[config.mk]
export PLATFORM = sky130hd
export DESIGN_NAME = fsad_div
export DESIGN_NICKNAME = d
export VERILOG_FILES = /design/src/hdl/fsad_pkg.sv /design/src/hdl/fsad_div.sv
export SDC_FILE = /design/constraint.sdc
export NUM_CORES = 1
export LEC_CHECK = 0
export BUFFER_PORTS_ARGS = -buffer_cell sky130_fd_sc_hd__buf_2
export CORE_MARGIN = 10
export CORE_UTILIZATION = 45
export CTS_BUF_LIST = sky130_fd_sc_hd__clkbuf_2
export CTS_CLUSTER_DIAMETER = 60
export DETAILED_ROUTE_END_ITERATION = 10
export SYNTH_ARGS = -nofsm -noshare
export SYNTH_HDL_FRONTEND = slang
export SYNTH_SLANG_ARGS = --single-unit
[constraint.sdc]
create_clock -name clk -period 13.4 [get_ports clk]
set_input_delay 0.67 -clock clk [delete_from_list [all_inputs] [get_ports clk]]
set_output_delay 0.67 -clock clk [all_outputs]
set_load 0.01 [all_outputs]
[src/hdl/fsad_pkg.sv]
// shared types, register indexes and reciprocal table for the frame decimator
`timescale 1ns / 1ps

package fsad_pkg;

  // configuration register indexes
  localparam logic [1:0] CFG_FRAME_PIXELS  = 2'd0;
  localparam logic [1:0] CFG_COMBINE_COUNT = 2'd1;
  localparam logic [1:0] CFG_SKIP_COUNT    = 2'd2;

  localparam int CFG_WIDTH   = 17;
  localparam int COUNT_WIDTH = 5;
  localparam int PIX_WIDTH   = 16;
  localparam int RECIP_SHIFT = 20;
  localparam int RECIP_WIDTH = 20;
  localparam int PROD_WIDTH  = PIX_WIDTH + RECIP_WIDTH;

  localparam logic [PIX_WIDTH-1:0] PASS_MASK = 16'h3fff;

  // what the accumulate stage does with a kept pixel
  typedef enum logic [1:0] {
    ACC_FIRST,   // first frame of a group: store pixel/4
    ACC_SUM,     // middle frame: add pixel/4 into the store
    ACC_AVG,     // last frame: add and emit the average
    ACC_PASS     // group of one: emit the masked pixel
  } acc_op_t;

  // kept pixel going into the accumulate stage
  typedef struct packed {
    logic                   valid;
    acc_op_t                op;
    logic [PIX_WIDTH-1:0]   pixel;
    logic                   last;
    logic [COUNT_WIDTH-1:0] comb;
  } acc_req_t;

  // emitting pixel going into the divide stage
  typedef struct packed {
    logic                   valid;
    logic                   avg;
    logic [PIX_WIDTH-1:0]   value;
    logic                   last;
    logic [COUNT_WIDTH-1:0] comb;
  } div_req_t;

  // finished result beat
  typedef struct packed {
    logic                 valid;
    logic [PIX_WIDTH-1:0] value;
    logic                 last;
  } res_t;

  // ceil(2^20 / d), exact floor division of any 16-bit value for d in 2..16
  function automatic logic [RECIP_WIDTH-1:0] recip(input logic [COUNT_WIDTH-1:0] d);
    logic [RECIP_WIDTH-1:0] m;
    unique case (d)
      5'd2:    m = 20'd524288;
      5'd3:    m = 20'd349526;
      5'd4:    m = 20'd262144;
      5'd5:    m = 20'd209716;
      5'd6:    m = 20'd174763;
      5'd7:    m = 20'd149797;
      5'd8:    m = 20'd131072;
      5'd9:    m = 20'd116509;
      5'd10:   m = 20'd104858;
      5'd11:   m = 20'd95326;
      5'd12:   m = 20'd87382;
      5'd13:   m = 20'd80660;
      5'd14:   m = 20'd74899;
      5'd15:   m = 20'd69906;
      5'd16:   m = 20'd65536;
      default: m = 20'hfffff;
    endcase
    return m;
  endfunction

endpackage

[src/hdl/fsad_div.sv]
// divide stage: sum over combine count by reciprocal multiply, times four
`timescale 1ns / 1ps

module fsad_div
  import fsad_pkg::*;
(
  input  logic     clk,
  input  logic     rst_n,
  input  div_req_t req,
  output res_t     res
);

  logic                  valid_r;
  logic                  avg_r;
  logic                  last_r;
  logic [PIX_WIDTH-1:0]  value_r;
  logic [PROD_WIDTH-1:0] prod_r;
  logic [PROD_WIDTH-1:0] prod_nxt;

  // quotient estimate, exact for 16-bit sums; a count of one passes the sum through
  assign prod_nxt = (req.comb == COUNT_WIDTH'(1)) ?
                    (PROD_WIDTH'(req.value) << RECIP_SHIFT) :
                    PROD_WIDTH'(req.value) * PROD_WIDTH'(recip(req.comb));

  always_ff @(posedge clk) begin
    if (!rst_n) begin
      valid_r <= 1'b0;
    end else begin
      valid_r <= req.valid;
    end
  end

  always_ff @(posedge clk) begin
    avg_r   <= req.avg;
    last_r  <= req.last;
    value_r <= req.value;
    prod_r  <= prod_nxt;
  end

  // quotient times four, wrapped to 16 bits, on average beats; other beats keep their value
  assign res.valid = valid_r;
  assign res.last  = last_r;
  assign res.value = avg_r ? {prod_r[RECIP_SHIFT+PIX_WIDTH-3:RECIP_SHIFT], 2'b00} : value_r;

endmodule

-- Word-level counts from Yosys, hierarchy flattened
Memory sizes are Yosys's and may differ from the RTL's.
Cells that the tools add are included.
- word-level logic and storage cells: 10
- register bits: 33
- output and inout bits: 18
- bits of input ports: 26
- memory bits (read-only): 640
- memories: 1
- $mul: 1
- equal/unequal tests: 1
- multiplexer cells: 2
- memory list (memory ; depth ; width ; rd ports ; clocked after memory_dff ; write ports ; line ; source):
    (name not given) ; 32 ; 20 ; 1 ; 0 ; 0 ; fsad_pkg.sv:56 ; unique case (d)
- operators with widths (kind ; number):
    $mul A16 B20 Y34 ; 1
    $mux W34 ; 1
    $mux W16 ; 1
    $eq A5 B1 Y1 const B ; 1

-- Logic depth before layout (Yosys ltp)
An unclocked memory read counts as a cell.
- depth in word-level cells: 3
- mapped depth: 30
- gate-level depth less buffers: 28

-- Least setup slack after synthesis
OpenSTA, ideal clock, no wires.
- path type: in2reg
- start point: input port req[1] in the netlist's numbering
- end point: register prod_r[33]
- setup time: 0.079 ns
- required time: 13.321 ns
- buffers on the path: 4
- data arrival time: 7.336 ns
- stages: 30
- path slack: 5.985 ns
- cell sequence: buf_2 inv_1 ha_1 nor3b_2 and2_4 buf_6 clkbuf_1 a21oi_1 clkbuf_1 nand2_1 fa_1 inv_1 fa_1 inv_1 fa_1 inv_1 fa_1 fa_1 inv_1 fa_1 inv_1 ha_1 nand4_1 nor2_1 and4b_1 o211a_4 nor3_4 o21a_4 or4b_1 o211ai_1
- word-level cells in the longest chain between the ends: 3
- elaborated cells on any way between the ends: 4
- those cells by class: 1 x mul; 1 x eq/ne; 1 x mux; 1 x memory
- ends and longest elaborated chain (element ; line ; source):
    start, declared ; fsad_div.sv:9 ; input div_req_t req,
    $mem_v2 Z32 W20 ; n/a ;
    $mul A16 B20 Y34 ; fsad_div.sv:23 ; PROD_WIDTH'(req.value) * PROD_WIDTH'(recip(req.comb));
    $mux W34 * ; fsad_div.sv:21 ; assign prod_nxt = (req.comb == COUNT_WIDTH'(1)) ?
    named net prod_nxt[33] ; fsad_div.sv:18 ; logic [PROD_WIDTH-1:0] prod_nxt;
    end signal, assigned ; fsad_div.sv:37 ; prod_r <= prod_nxt;
    end, declared ; fsad_div.sv:17 ; logic [PROD_WIDTH-1:0] prod_r;
The timed path passes the listed nets; every way through them passes the cells marked *.
A chain may end at the register's enable or synchronous reset.

-- Worst setup path after layout
Ends and elaborated chain as after synthesis.

==> summary.txt <==
Clock tree
  • Cts bufs inserted: 5
  • Clk buf depth: 2
  • Hold-fix buffers, CTS: 0
  • CTS tree: built
  • Sink Count: 33
  • CTS clock-pin slew for the worst setup and hold paths: 0.20 ns
  • H-Tree Depth: 2
  • Clk root buf: clkbuf_2
  • CTS resizes: 0
  • Number of setup buffers added after CTS: 0

Outcome
  • Status: finished clean

Critical path
  • Worst EP required: 13.74 ns
  • CP Class: in2reg
  • Crit. Startpoint: req[1]
  • WP data arrival: 7.94 ns
  • Max incr delay on CP: 0.86 ns
  • Crit end category: flop
  • Crit-path max FO: 16
  • CP dominant cell by count: fa_1
  • Critical path's slowest cell: a21oi_2
  • Worst setup SP type: input pin

Synthesis
  • Post-synth net total: 1693
  • Top FF cell, synth: dfxtp_1
  • Post-synth cell types: 56
  • Ys Warns: 0
  • Synth top area cells: fa_1 (43%), ha_1 (11%), inv_1 (9.2%)
  • Post-synthesis async set-or-reset flop share: 0%
  • Sequential-to-total area share from yosys stat: 5.76%
  • Mean area per synthesized cell: 8.71 um2
  • Number of flops mapped to enable cells by yosys: 0
  • Post-synth top cells: inv_1 (281), fa_1 (248), nand2_1 (209), and2_1 (133), ha_1 (102)
  • Post-synthesis register bit count: 33
  • Synth area leader: fa_1
  • Most common cell in the synthesized netlist: inv_1
  • Synth Instances: 1317
  • Top cell type's share of synthesized area: 43.3%
  • Synth Cell Area: 11500 um2

Timing
  • Final Hold Vio Count: 0
  • Worst hold slack: 0.355 ns
  • Peak Freq: 131 MHz
  • Slew Limit Fails: 0
  • Worst slew pin tran: 1.13 ns
  • RSZ-0062 raised after global routing: no
  • Tmin final: 7.61 ns
  • Final period util: 56.8%
  • Setup TNS: 0 ns
  • Final count of negative-setup-slack endpoints: 0
  • Worst slew margin: 24.9%

Cells and area
  • Layout cells sized above 1: 7.32%
  • Final net count: 1687
  • Number of fill cells: 2488
  • Area Overhead vs Synth: 4.65%

Route
  • Final WL: 29.9 mm
  • Mean routed wirelength per cell: 18.2 um
  • Initial DRC count: 506
  • Vias: 8545
  • Post-route ant nets: 0
  • Vias per inst: 5.20
  • Pre-antenna DRT Iters: 5
  • Remaining DRCs: 0

Hold path
  • Hold Startpoint: req[22]
  • Worst min-delay path category: in2reg

Global route
  • First-pass GRT wire length: 49.5 mm
  • Grt ovf: 0
  • Initial antenna violation count: 1
  • Vias in the first global route: 9257
  • Gr usage total: 18.9%
  • Largest net degree at the start of global routing: 29

Place
  • Routability cong.: 0.889
  • PortBufs: 43
  • HPWL after DPL: 22.3 mm

Floorplan
  • DIE AREA: 32300 um2
  • Chip Height: 180 um
  • IO Count: 44
  • Die X: 180 um
  • Initial core utilization: 45.7%
  • Core ar.: 25100 um2
  • Rows: 58

Job
  • MaxCap Viol Count: 0
==> per-layer routing <==
| metal | part of all wire (%) | vias to the layer above | wire length (um) | global-route usage, % |
|---|---|---|---|---|
| met5 | 0 | - | 0 | 0 |
| met2 | 51 | 217 | 15400 | 33.8 |
| met3 | 4.9 | 52 | 1470 | 1.67 |
| li1 | - | 3926 | - | - |
| met1 | 41 | 4350 | 12300 | 24.0 |
| met4 | 2.5 | 0 | 744 | 4.70 |
==> critical path: cells and delay by family <==
family	cells	cell delay [ns]
AOI/OAI and AO/OA	5	1.40
adders and majority gates	8	3.74
buffers and inverters	5	0.50
and+or+nand+nor	7	1.63
==> flip-flops by register name, indices dropped and copies added, names as in the netlist <==
register  flops
value_r      16
last_r        1
valid_r       1
prod_r       14
avg_r         1
==> cells by family after synthesis <==
kind of cell    Yosys count  share of synthesized area [%]
simple gates            430                           18.5
buf+inv                 351                           11.8
fa+ha+maj               350                           54.4
compound gates          117                           6.48
flops                    33                           5.76
xor+xnor                 19                           1.45
mux                      17                           1.64
==> cell type report <==
type                       instances  area (um2)  area share [%]
antenna                            1        2.50          0.0208
sequential                        33         661            5.50
timing repair buffer              57         320            2.67
inverter                         281        1050            8.78
multi-input combinational        933        9490            79.0
clock inverter                     3        46.3           0.386
tap                              330         413            3.44
clock buffer                       5        25.0           0.208
==> stage by stage <==
step           cells  setup WS (ns)  instance area [um2]  util [%]
4_1_cts         1642           5.80                12000      47.8
5_1_grt         1642           5.31                12000      47.8
2_1_floorplan   1317           5.98                11500         -
3_3_place_gp    1634           5.40                11900      47.5
6_report        1643           5.79                12000      47.8
3_5_place_dp    1634           5.35                11900      47.5
==> worst paths after layout <==
| path | end | slack [ns] | cells after the start |
|---|---|---|---|
| max | prod_r[33] | 5.79 | 25 |
| min | avg_r | 0.36 | 1 |
==> cells in the final DEF, fill, tap and decap left out, types with 3 or more instances in the layout <==
cell type  netlist  final
nand2_1        209    209
and2_1         133    133
ha_1           102    102
mux2_2          14     14
nand2b_1         4      4
buf_4            2     14
nor2b_1          5      5
a21o_1          18     18
o21ai_0         21     21
nor3_1           4      4
nor3b_1          3      3
clkbuf_2         0      5
nor2_2           0      4
inv_1          281    281
buf_2            2     43
xor2_1           4      4
nand4_1          8      8
dfxtp_1         33     33
nor2_1          36     32
nand3_1          9      9
fa_1           248    248
o211ai_1         9      9
xnor2_1         15     15
a21oi_2          0      3
or3_1            3      3
mux2i_1          3      3
a21oi_1         46     43
Power is not shown: default switching activity piles up to over one toggle a cycle in this logic, so the estimate is an artifact.
