[src/hdl/fsad_pkg.sv]
// shared types, register indexes and reciprocal table for the frame decimator
`timescale 1ns / 1ps

package fsad_pkg;

  // configuration register indexes
  localparam logic [1:0] CFG_FRAME_PIXELS  = 2'd0;
  localparam logic [1:0] CFG_COMBINE_COUNT = 2'd1;
  localparam logic [1:0] CFG_SKIP_COUNT    = 2'd2;

  localparam int CFG_WIDTH   = 17;
  localparam int COUNT_WIDTH = 5;
  localparam int PIX_WIDTH   = 16;
  localparam int RECIP_SHIFT = 20;
  localparam int RECIP_WIDTH = 20;
  localparam int PROD_WIDTH  = PIX_WIDTH + RECIP_WIDTH;

  localparam logic [PIX_WIDTH-1:0] PASS_MASK = 16'h3fff;

  // what the accumulate stage does with a kept pixel
  typedef enum logic [1:0] {
    ACC_FIRST,   // first frame of a group: store pixel/4
    ACC_SUM,     // middle frame: add pixel/4 into the store
    ACC_AVG,     // last frame: add and emit the average
    ACC_PASS     // group of one: emit the masked pixel
  } acc_op_t;

  // kept pixel going into the accumulate stage
  typedef struct packed {
    logic                   valid;
    acc_op_t                op;
    logic [PIX_WIDTH-1:0]   pixel;
    logic                   last;
    logic [COUNT_WIDTH-1:0] comb;
  } acc_req_t;

  // emitting pixel going into the divide stage
  typedef struct packed {
    logic                   valid;
    logic                   avg;
    logic [PIX_WIDTH-1:0]   value;
    logic                   last;
    logic [COUNT_WIDTH-1:0] comb;
  } div_req_t;

  // finished result beat
  typedef struct packed {
    logic                 valid;
    logic [PIX_WIDTH-1:0] value;
    logic                 last;
  } res_t;

  // ceil(2^20 / d), exact floor division of any 16-bit value for d in 2..16
  function automatic logic [RECIP_WIDTH-1:0] recip(input logic [COUNT_WIDTH-1:0] d);
    logic [RECIP_WIDTH-1:0] m;
    unique case (d)
      5'd2:    m = 20'd524288;
      5'd3:    m = 20'd349526;
      5'd4:    m = 20'd262144;
      5'd5:    m = 20'd209716;
      5'd6:    m = 20'd174763;
      5'd7:    m = 20'd149797;
      5'd8:    m = 20'd131072;
      5'd9:    m = 20'd116509;
      5'd10:   m = 20'd104858;
      5'd11:   m = 20'd95326;
      5'd12:   m = 20'd87382;
      5'd13:   m = 20'd80660;
      5'd14:   m = 20'd74899;
      5'd15:   m = 20'd69906;
      5'd16:   m = 20'd65536;
      default: m = 20'hfffff;
    endcase
    return m;
  endfunction

endpackage

[src/hdl/fsad_outq.sv]
// output queue that decouples the pipeline from the result consumer
`timescale 1ns / 1ps

module fsad_outq
  import fsad_pkg::*;
#(
  parameter int DEPTH = 8
) (
  input  logic                       clk,
  input  logic                       rst_n,
  input  res_t                       push,
  output logic [$clog2(DEPTH):0]     count,
  output logic                       out_tvalid,
  input  logic                       out_tready,
  output logic [PIX_WIDTH-1:0]       out_tdata,
  output logic                       out_tlast
);

  localparam int PW = $clog2(DEPTH);

  logic [PIX_WIDTH-1:0] data_mem [DEPTH];
  logic                 last_mem [DEPTH];
  logic [PW-1:0]        wr_ptr_r;
  logic [PW-1:0]        rd_ptr_r;
  logic [PW:0]          count_r;
  logic [PW:0]          count_nxt;
  logic                 pop;

  assign pop = out_tvalid && out_tready;

  // occupancy update
  always_comb begin
    count_nxt = count_r;
    if (push.valid && !pop) begin
      count_nxt = count_r + 1'b1;
    end else if (!push.valid && pop) begin
      count_nxt = count_r - 1'b1;
    end
  end

  // pointers and count
  always_ff @(posedge clk) begin
    if (!rst_n) begin
      wr_ptr_r <= '0;
      rd_ptr_r <= '0;
      count_r  <= '0;
    end else begin
      count_r <= count_nxt;
      if (push.valid) begin
        wr_ptr_r <= (wr_ptr_r == PW'(DEPTH - 1)) ? '0 : wr_ptr_r + 1'b1;
      end
      if (pop) begin
        rd_ptr_r <= (rd_ptr_r == PW'(DEPTH - 1)) ? '0 : rd_ptr_r + 1'b1;
      end
    end
  end

  // entry storage
  always_ff @(posedge clk) begin
    if (push.valid) begin
      data_mem[wr_ptr_r] <= push.value;
      last_mem[wr_ptr_r] <= push.last;
    end
  end

  assign count      = count_r;
  assign out_tvalid = (count_r != '0);
  assign out_tdata  = data_mem[rd_ptr_r];
  assign out_tlast  = last_mem[rd_ptr_r];

endmodule

[config.mk]
export PLATFORM = sky130hd
export DESIGN_NAME = fsad_outq
export DESIGN_NICKNAME = d
export VERILOG_FILES = /design/src/hdl/fsad_pkg.sv /design/src/hdl/fsad_outq.sv
export SDC_FILE = /design/constraint.sdc
export NUM_CORES = 1
export LEC_CHECK = 0
export ABC_AREA = 1
export BUFFER_PORTS_ARGS = -buffer_cell sky130_fd_sc_hd__buf_2
export CORE_MARGIN = 4
export CORE_UTILIZATION = 54
export CTS_CLUSTER_SIZE = 8
export DETAILED_ROUTE_END_ITERATION = 8
export PLACE_DENSITY = 0.79
export SYNTH_ARGS = -nofsm -noshare
export SYNTH_HDL_FRONTEND = slang
export SYNTH_SLANG_ARGS = --single-unit
[constraint.sdc]
create_clock -name clk -period 1.75 [get_ports clk]
set_input_delay 0.35 -clock clk [delete_from_list [all_inputs] [get_ports clk]]
set_output_delay 0.35 -clock clk [all_outputs]
set_load 0.01 [all_outputs]
Word-level counts from Yosys, hierarchy flattened --
Memories as Yosys holds them, arrays and structs flattened. A register that Yosys moved wholly into a read port is not among the register bits. Cells that the tools add are included.
Storage, ports and cells: register bits 10, RAM bits 136, input bits 21, output and inout port bits 22, word-level logic and storage cells 28, memories 2
Memory list:
- data_mem | depth 8, bits a word 16, read ports 1, clocked after memory_dff 1, write ports 1, line fsad_outq.sv:21 | logic [PIX_WIDTH-1:0] data_mem [DEPTH];
- last_mem | depth 8, bits a word 1, read ports 1, clocked after memory_dff 1, write ports 1, line fsad_outq.sv:22 | logic last_mem [DEPTH];
Operators by class: add/subtract/negate cells 4, equal/unequal tests 2, mux-type cells 10, reduce and logical (&&, ||, !) cells 7
Operator list (number):
- $mux 3 | 6
- $mux 4 | 2
- $add 3x1->3 const B | 2
- $eq 3x3->1 const B | 2
- $add 4x1->4 const B | 1
- $reduce_bool 4->1 | 1
- $sub 4x1->4 const B | 1
- $logic_and 1x1->1 | 3
- $logic_not 1->1 | 2
- $mux 1 | 2
- $reduce_bool 2->1 | 1

Longest topological paths before layout --
Gate-level depths: netlist (run 1).
depth after elaboration 5, depth in mapped cells 13, gate-level depth less buffers 13

Worst setup path before layout (run 1) --
Ideal clock, no wire load.
path type register -> register, from register count_r[0] (netlist: count[0]), to register count_r[3] (netlist: count[3]), library setup time 0.109 ns, arrival time 1.906 ns, required time 1.641 ns, path slack -0.265 ns, stages on the path, launching flop included 12, path buffers 0, period minus slack after synthesis 2.015 ns, path through dfxtp_1 -> inv_1 -> nand3_1 -> nand2_1 -> ha_1 -> inv_1 -> ha_1 -> or2_2 -> nand3_1 -> nand3_1 -> nand2_1 -> inv_1
On the way: longest elaborated chain between the ends 5, elaborated cells on any way between the ends 10, those cells by class add/sub (2); mux (2); reduce/logical (6)
Ends and longest elaborated chain:
- from (decl) | line fsad_outq.sv:25 | logic [PW:0] count_r;
- from (signal assigned) | line fsad_outq.sv:48 | count_r <= count_nxt;
- $reduce_bool 4->1 (*) | line fsad_outq.sv:67 | assign out_tvalid = (count_r != '0);
- net out_tvalid | line fsad_outq.sv:13 | output logic out_tvalid,
- $logic_and 1x1->1 (*) | line fsad_outq.sv:29 | assign pop = out_tvalid && out_tready;
- $logic_not 1->1 | line fsad_outq.sv:34 | if (push.valid && !pop) begin
- $logic_and 1x1->1 | line fsad_outq.sv:34
- $mux 4 / $reduce_bool 2->1 (equally long branches)
Mark *: on every way through the listed nets, which the timed path passes. The rest lies on a longest branch. The select of a mux whose other input is x is not followed. A chain may end at the register's enable or synchronous reset.

==> results of run 1 <==
==> through the flow <==
step	cell area, µm²	total power, mW	util (%)
finish	7610	10.9	69.6
global route	7610	11.4	69.6
CTS	7540	10.7	69.0
detailed placement	6710	6.65	61.3
global placement	6710	6.55	61.3
floorplan	6090	5.77	-
==> Yosys cell counts <==
master,n
nor2_1,152
edfxtp_1,136
nand2_1,102
o21ai_0,40
o21ai_1,33
dfxtp_1,13
inv_1,11
buf_2,10
a21oi_1,8
ha_1,7
nand3_1,6
buf_6,5
clkbuf_1,4
buf_4,3
clkbuf_2,2
inv_2,2
or2_2,2
buf_1,1
clkinv_1,1
fa_1,1
nor3_1,1
xor2_1,1
==> power by group through the flow <==
stage	Sequential (mW)	Combinational, mW	Clock [mW]
final	4.16	3.04	3.68
after global routing	4.18	3.33	3.88
after CTS	4.16	2.87	3.69
after detailed placement	4.21	2.44	0
after global placement	4.20	2.36	0
after floorplan	4.22	1.54	0
==> critical path, cell delays in order (launching register included) <==
cell	delay (ns)
dfxtp_4	0.45
inv_4	0.09
buf_12	0.17
o21ai_2	0.15
nand2_1	0.11
nand2_2	0.11
nand2_2	0.08
buf_2	0.15
==> path summary, 6_finish.rpt <==
check                              to  slack (ns)  depth (start not counted)
max                      out_tdata[5]       -0.34                          7
min          data_mem[3][1]$_DFFE_PP_        0.19                          1
max reg2reg     count[3]$_SDFFE_PN0P_        0.07                         14
min reg2reg  rd_ptr_r[2]$_SDFFE_PN0P_        0.49                          2
==> cell families (layout without fill, tap and decap cells) <==
| family | count (synthesis) | in the layout | share of synthesized area [%] |
|---|---|---|---|
| AND/OR/NAND/NOR | 263 | 263 | 16.5 |
| buffers and inverters | 39 | 133 | 3.46 |
| flip-flops | 149 | 149 | 71.5 |
| AO/OA/AOI/OAI | 81 | 81 | 6.67 |
| XOR/XNOR | 1 | 1 | 0.144 |
| adder cells (fa/ha/maj) | 8 | 8 | 1.77 |
==> sequential cells by signal, indices dropped and copies added, names as in the netlist, named ones only <==
name / count
last_mem: 8
wr_ptr_r: 3
count: 4
rd_ptr_r: 3
data_mem: 128
==> repair_timing <==
item	in CTS	in global routing
setup endpoints to repair	18	19
setup buffers	3	1
pin swaps	8	12
gates resized for setup	45	31
gates cloned	4	0
==> cell type report <==
cell class	instances	area share, %
Clock buffer	17	5.59
Clock inverter	15	2.38
Inverter	14	0.756
Multi-Input combinational cell	353	21.9
Sequential cell	149	57.2
Tap cell	140	2.30
Timing Repair Buffer	87	9.89
==> metal layers <==
layer | vias to the layer above | global-route usage (%) | routed length (µm)
met4 | 0 | 10.5 | 382
met1 | 2066 | 27.3 | 5460
met2 | 175 | 40.3 | 7540
li1 | 2002 | - | -
met5 | - | 0 | 0
met3 | 37 | 5.81 | 1020
==> impl_metrics.yaml, run 1 <==
pwr:
  clockPowerShare_pct: 33.8
  vdd_ir_drop_max_uv: 1030
  power.switching_mw: 3.28
  leakage_nw: 2.95
  swShare_pct: 30.1
  p_int_mw: 7.61
  power_frac_comb_pct: 27.9
  power_density_nw_per_um2: 1430
  seq_power_share_pct: 38.3
floorplan:
  core_area_um2: 10900
  rows: 38
  start_util_pct: 55.6
  num_io_pins: 43
  die_height_um: 114
  die_area_um2: 13000
  die_w_um: 114
timing:
  whs_ns: 0.193
  fmax_ghz: 0.479
  fin_skew_ns: 0.00832
  post-route-min-period_ns: 2.09
  worstMarginPinSlew_ns: 0.351
  setup_viol: 17
  hold_violations: 0
  finalCritPeriodShare_pct: 119
  slew_viol_final: 0
  fin_tns_setup_ns: -4.18
  fin_ws_ns: -0.336
  slew_headroom_pct: 76.5
  rsz0062_at_grt: "true"
synth:
  netlist_area_um2: 6080
  ys_seq_area_share_pct: 71.5
  synth.net_count: 570
  syn_avg_cell_area_um2: 11.2
  synth_top_area_share_pct: 67.2
  synthCells: 541
  ys_ff_latch: 149
  yosysWarnings: 0
  synth.largest_area_cell: "edfxtp_1"
  ys_top_cells_by_area: "edfxtp_1 67%, nor2_1 9.4%, nand2_1 6.3%"
  ys_types: 22
global_routing:
  grt_start_max_net_pins: 35
  grt_pass1_wl_um: 22700
  grt_pass1_vias: 4377
  groute.usage.overall_pct: 23.2
  overflow: 0
  antenna_found_initial: 0
layout:
  final_cells: 775
  final_layout_size_suffix_gt1_share_pct: 25.2
  multiInputGateArea_um2: 1670
  final_cell_mix: "136 x edfxtp_1, 133 x nor2_1, 96 x nand2_1"
  n_fill_cell: 683
  seqCellArea_um2: 4350
  layout_commonest_cell: "edfxtp_1"
  fin_nets: 651
  n_antenna_cell: 0
  area_growth_pct: 25.3
critical_path:
  critPathMaxFanout: 24
  start_kind: "register"
  critPathKind: "reg -> out"
  arrival_ns: 1.74
  required_ns: 1.40
  timing.rr.start: "count[1]$_SDFFE_PN0P_"
  cp-end-kind: "primary output"
status:
  violations: "setup timing"
  status: "finished with violations"
cts:
  cts_made_buffers: 17
  cts-root-buf: "clkbuf_16"
  ctsHoldBuffers: 0
  clockBufferDepth: 2
  clock_latency_ns: 0.42
  cts_tree: "done"
  cts_sinks: 149
  clk_pin_slew_ns: 0.06
  htree_levels: 4
place:
  dp.final_hpwl_um: 7740
  port-buffer-count: 42
  dp.cells: 736
  pre_cts_slack_ns: -0.0520
  place_congestion: 0.812
min_path:
  hp-class: "in -> reg"
  hold_path.startpoint: "push[2]"
detailed_routing:
  postRouteWirelength_um: 14400
  via_per_inst: 5.52
  ant_nets: 0
  dr.pass1.iters: 5
  drt_iter0_markers: 374
  num_vias: 4280
  route.detailed.drc: 0
  wl_per_cell_um: 18.6
run:
  cap_violations: 0
Power figures use the tool's default switching activity.
==> inputs of run 2 (changes only) <==
--- a/config.mk
+++ b/config.mk
@@ -7,7 +7,6 @@
 export LEC_CHECK = 0
 export ABC_AREA = 1
 export BUFFER_PORTS_ARGS = -buffer_cell sky130_fd_sc_hd__buf_2
-export CORE_MARGIN = 4
 export CORE_UTILIZATION = 54
 export CTS_CLUSTER_SIZE = 8
 export DETAILED_ROUTE_END_ITERATION = 8
==> impl_metrics.yaml, run 2 (synthesis results as in run 1) <==
layout:
  fin_nets: 645
  n_antenna_cell: 0
  area_growth_pct: 25.6
  largest_reg_flops: 128
  final_util_pct: 70.1
  final_layout_size_suffix_gt1_share_pct: 25.8
  n_fill_cell: 689
  final_cell_mix: "136 x edfxtp_1, 119 x nor2_1, 101 x nand2_1"
  regMostFlops: "data_mem"
  layout_commonest_cell: "edfxtp_1"
critical_path:
  cpLargestDelayFamily: "buffers and inverters"
  max_stage_delay_ns: 0.39
  crit_chain: "buf_4 -> clkbuf_16 -> nor2_2 -> nor2_1 -> o21ai_0 -> nand2_1 -> nand2_1 -> nand2_1 -> buf_2"
  cp-end-kind: "primary output"
  ff2ff_path_depth: 11
  arrival_ns: 1.86
  r2r_end: "count[3]$_SDFFE_PN0P_"
  cp_slowest_cell: "dfxtp_4"
  critPathKind: "reg -> out"
  critPathMaxFanout: 10
  timing.reg2reg.setup_slack_ns: 0.08
  crit_buf_inv: 3
  start_kind: "register"
  timing.rr.start: "count[2]$_SDFFE_PN0P_"
  crit_path_end: "out_tdata[6]"
  cpMostUsedCell: "nand2_1"
  cp.depth: 9
  required_ns: 1.40
cts:
  ctsHoldBuffers: 0
  cts_tree: "done"
  cts-root-buf: "clkbuf_8"
  htree_levels: 4
  clock_latency_ns: 0.53
  clk_pin_slew_ns: 0.06
  cts_sinks: 149
  clockBufferDepth: 2
  cts_made_buffers: 17
place:
  dp.final_hpwl_um: 7120
  place_congestion: 0.796
  port-buffer-count: 42
detailed_routing:
  num_vias: 4280
  via_per_inst: 5.57
  dr.pass1.iters: 5
  route.detailed.drc: 0
  wl_per_cell_um: 18.4
  postRouteWirelength_um: 14100
  drt_iter0_markers: 329
  ant_nets: 0
timing:
  hold_violations: 0
  post-route-min-period_ns: 2.21
  fin_tns_setup_ns: -6.41
  slew_viol_final: 0
  worstMarginPinSlew_ns: 0.314
  whs_ns: 0.0849
  fin_skew_ns: 0.00592
  rsz0062_at_grt: "true"
  finalCritPeriodShare_pct: 126
  fmax_ghz: 0.452
  setup_viol: 17
  fin_ws_ns: -0.463
  slew_headroom_pct: 79.0
pwr:
  power_density_nw_per_um2: 1420
  leakage_nw: 2.93
  total_power_mw: 10.8
  vdd_ir_drop_max_uv: 1090
global_routing:
  grt_pass1_vias: 4166
  grt_pass1_wl_um: 21300
  grt_start_max_net_pins: 37
  antenna_found_initial: 0
  groute.usage.overall_pct: 25.2
  overflow: 0
status:
  status: "finished with violations"
  violations: "setup timing"
run:
  cap_violations: 0
floorplan:
  die_w_um: 108
  core_area_um2: 10900
  start_util_pct: 55.8
  rows: 38
  die_area_um2: 11700
  num_io_pins: 43
  die_height_um: 108
min_path:
  hp-class: "in -> reg"
  hold_path.startpoint: "push[9]"
==> run 2: per-stage QoR <==
step	std cells	setup slack (ns)	cell area (µm²)
after floorplan	541	-0.112	6090
after global placement	725	-0.00411	6610
after detailed placement	725	-0.0513	6610
after CTS	763	-0.389	7430
after global routing	769	-0.551	7630
final	769	-0.463	7630
==> run 2: layer usage <==
layer | global-route usage [%] | share of wire, % | wire length, µm | vias up
li1 | - | - | - | 1989
met1 | 31.0 | 38 | 5340 | 2070
met2 | 43.2 | 53 | 7480 | 195
met3 | 6.27 | 8.0 | 1140 | 26
met4 | 9.00 | 1.4 | 195 | 0
met5 | 0 | 0 | 0 | -
==> run 2: timing repair <==
action / 4_1_cts / 5_1_grt
pin swaps: 8 / 14
endpoints found under the setup margin: 18 / 19
cloned: 4 / 3
endpoints found under the hold margin: 0 / 0
buffers inserted: 2 / 3
resized for setup: 44 / 41
==> run 2: cell type report <==
cell class / count / area [µm²] / area share, %
Clock buffer: 18 / 418 / 5.48
Clock inverter: 14 / 160 / 2.10
Inverter: 14 / 60.1 / 0.787
Multi-Input combinational cell: 353 / 1700 / 22.3
Sequential cell: 149 / 4350 / 57.0
Tap cell: 140 / 175 / 2.30
Timing Repair Buffer: 81 / 764 / 10.0
==> run 2: worst reg2reg max path: stages, from the launching register on <==
cell     delay (ns)
dfxtp_2        0.32
nor2_2         0.10
nand3_2        0.08
nand2_2        0.11
ha_4           0.14
inv_2          0.06
ha_4           0.21
or2_2          0.28
nand3_1        0.09
nand3_1        0.07
nand2_1        0.06
inv_1          0.04
==> run 2: power breakdown <==
part           switching [mW]  internal (mW)
clock network            1.39           2.16
logic                    1.77           1.35
registers               0.103           4.06
total                    3.26           7.57
==> run 2: how the worst min path moves through the flow <==
stage                                to  cells after the start
2_1_floorplan  data_mem[0][0]$_DFFE_PP_                      0
3_3_place_gp   rd_ptr_r[1]$_SDFFE_PN0P_                      2
3_5_place_dp   rd_ptr_r[1]$_SDFFE_PN0P_                      2
4_1_cts        data_mem[5][6]$_DFFE_PP_                      1
5_1_grt        data_mem[1][6]$_DFFE_PP_                      1
6_report       data_mem[0][8]$_DFFE_PP_                      1
==> inputs of run 3 (changes only) <==
--- a/config.mk
+++ b/config.mk
@@ -11,6 +11,7 @@
 export CTS_CLUSTER_SIZE = 8
 export DETAILED_ROUTE_END_ITERATION = 8
 export PLACE_DENSITY = 0.79
+export SETUP_SLACK_MARGIN = 0.3
 export SYNTH_ARGS = -nofsm -noshare
 export SYNTH_HDL_FRONTEND = slang
 export SYNTH_SLANG_ARGS = --single-unit
==> impl_metrics.yaml, run 3 (synthesis results as in run 1) <==
status:
  status: "finished with violations"
  violations: "setup timing"
place:
  place_congestion: 0.828
  dp.final_hpwl_um: 7510
  port-buffer-count: 42
detailed_routing:
  drt_iter0_markers: 476
  ant_nets: 0
  postRouteWirelength_um: 15800
  route.detailed.drc: 0
  via_per_inst: 5.81
  num_vias: 4476
  dr.pass1.iters: 5
  wl_per_cell_um: 20.5
critical_path:
  max_stage_delay_ns: 0.36
  required_ns: 1.40
  cp-end-kind: "primary output"
  cp_slowest_cell: "dfxtp_4"
  crit_buf_inv: 3
  crit_chain: "buf_6 -> clkbuf_16 -> nor2_2 -> nor2_1 -> o21ai_1 -> nand2_1 -> nand2_1 -> nand2_1 -> buf_2"
  cpLargestDelayFamily: "simple AND/OR/NAND/NOR gates"
  start_kind: "register"
  timing.reg2reg.setup_slack_ns: 0.11
  critPathMaxFanout: 5
  critPathKind: "reg -> out"
  timing.rr.start: "count[1]$_SDFFE_PN0P_"
  arrival_ns: 1.93
  cpMostUsedCell: "nand2_1"
min_path:
  hold_path.startpoint: "rst_n"
  hp-class: "in -> reg"
global_routing:
  grt_pass1_wl_um: 20800
  groute.usage.overall_pct: 24.7
  grt_pass1_vias: 4186
  grt_start_max_net_pins: 37
  antenna_found_initial: 0
  overflow: 0
cts:
  cts_tree: "done"
  clockBufferDepth: 2
  cts_sinks: 149
  cts_made_buffers: 17
  cts-root-buf: "clkbuf_8"
  clk_pin_slew_ns: 0.06
  clock_latency_ns: 0.54
  htree_levels: 4
pwr:
  clockPowerShare_pct: 33.0
  swShare_pct: 30.8
  power_frac_comb_pct: 30.5
  p_int_mw: 7.91
  leakage_nw: 2.99
  vdd_ir_drop_max_uv: 1090
  seq_power_share_pct: 36.6
  total_power_mw: 11.4
  power_density_nw_per_um2: 1460
  power.switching_mw: 3.52
run:
  cap_violations: 0
timing:
  worstMarginPinSlew_ns: 0.319
  fin_ws_ns: -0.533
  whs_ns: 0.0598
  finalCritPeriodShare_pct: 130
  fin_skew_ns: 0.00720
  fmax_ghz: 0.438
  rsz0062_at_grt: "true"
  post-route-min-period_ns: 2.28
  setup_viol: 17
  slew_headroom_pct: 78.7
  slew_viol_final: 0
  hold_violations: 0
layout:
  layout_commonest_cell: "edfxtp_1"
  regMostFlops: "data_mem"
  final_layout_size_suffix_gt1_share_pct: 30.1
  largest_reg_flops: 128
  n_antenna_cell: 0
  area_growth_pct: 29.1
  fin_nets: 647
  final_cell_mix: "136 x edfxtp_1, 112 x nor2_1, 97 x nand2_1"
floorplan:
  die_w_um: 108
  start_util_pct: 55.8
  num_io_pins: 43
  die_height_um: 108
  die_area_um2: 11700
  rows: 38
  core_area_um2: 10900
## run 3: metrics by stage
step	instances	cell area [µm²]	utilization [%]	TNS [ns]	worst slack, ns
floorplan	541	6160	-	0	0.132
finish	771	7850	72.1	-7.21	-0.533
global route	771	7850	72.1	-8.34	-0.614
global placement	722	6630	60.9	0	0.122
CTS	761	7400	67.9	-5.64	-0.369
detailed placement	722	6630	60.9	0	0.0506
## run 3: power groups by stage
stage / registers (mW) / logic, mW / clock network, mW
2_1_floorplan: 4.25 / 1.65 / 0
3_3_place_gp: 4.25 / 2.23 / 0
3_5_place_dp: 4.27 / 2.30 / 0
4_1_cts: 4.19 / 2.70 / 3.71
5_1_grt: 4.19 / 3.74 / 3.92
6_report: 4.18 / 3.48 / 3.77
## run 3: tightest hold or removal path, stage by stage
cell and delay [ns]:
buf_2 0.13, o21ai_2 0.06, nor2_1 0.03
## run 3: routing by layer
layer | global-route usage, % | part of all wire (%)
met1 | 29.6 | 36
met2 | 41.9 | 51
met3 | 5.61 | 9.1
met4 | 12.1 | 3.4
met5 | 0 | 0
## run 3: worst paths after layout
path	cells after the start	to
worst max-delay path	9	out_tdata[3]
worst min-delay path	3	count[1]$_SDFFE_PN0P_
worst max register to register	11	count[3]$_SDFFE_PN0P_
worst min register to register	2	register
## run 3: area by class of cell
class,instances,area (µm²)
multi-input combinational,353,1820
fill,641,3040
tap,140,175
sequential,149,4360
timing repair buffer,83,823
inverter,14,62.6
clock inverter,13,181
clock buffer,19,422
## run 3: what timing repair did
action | in CTS | in global routing
setup buffers | 6 | 2
gates cloned | 1 | 8
setup endpoints to repair | 22 | 23
pin swaps | 5 | 13
resized for setup | 43 | 85
hold buffers | 0 | 0
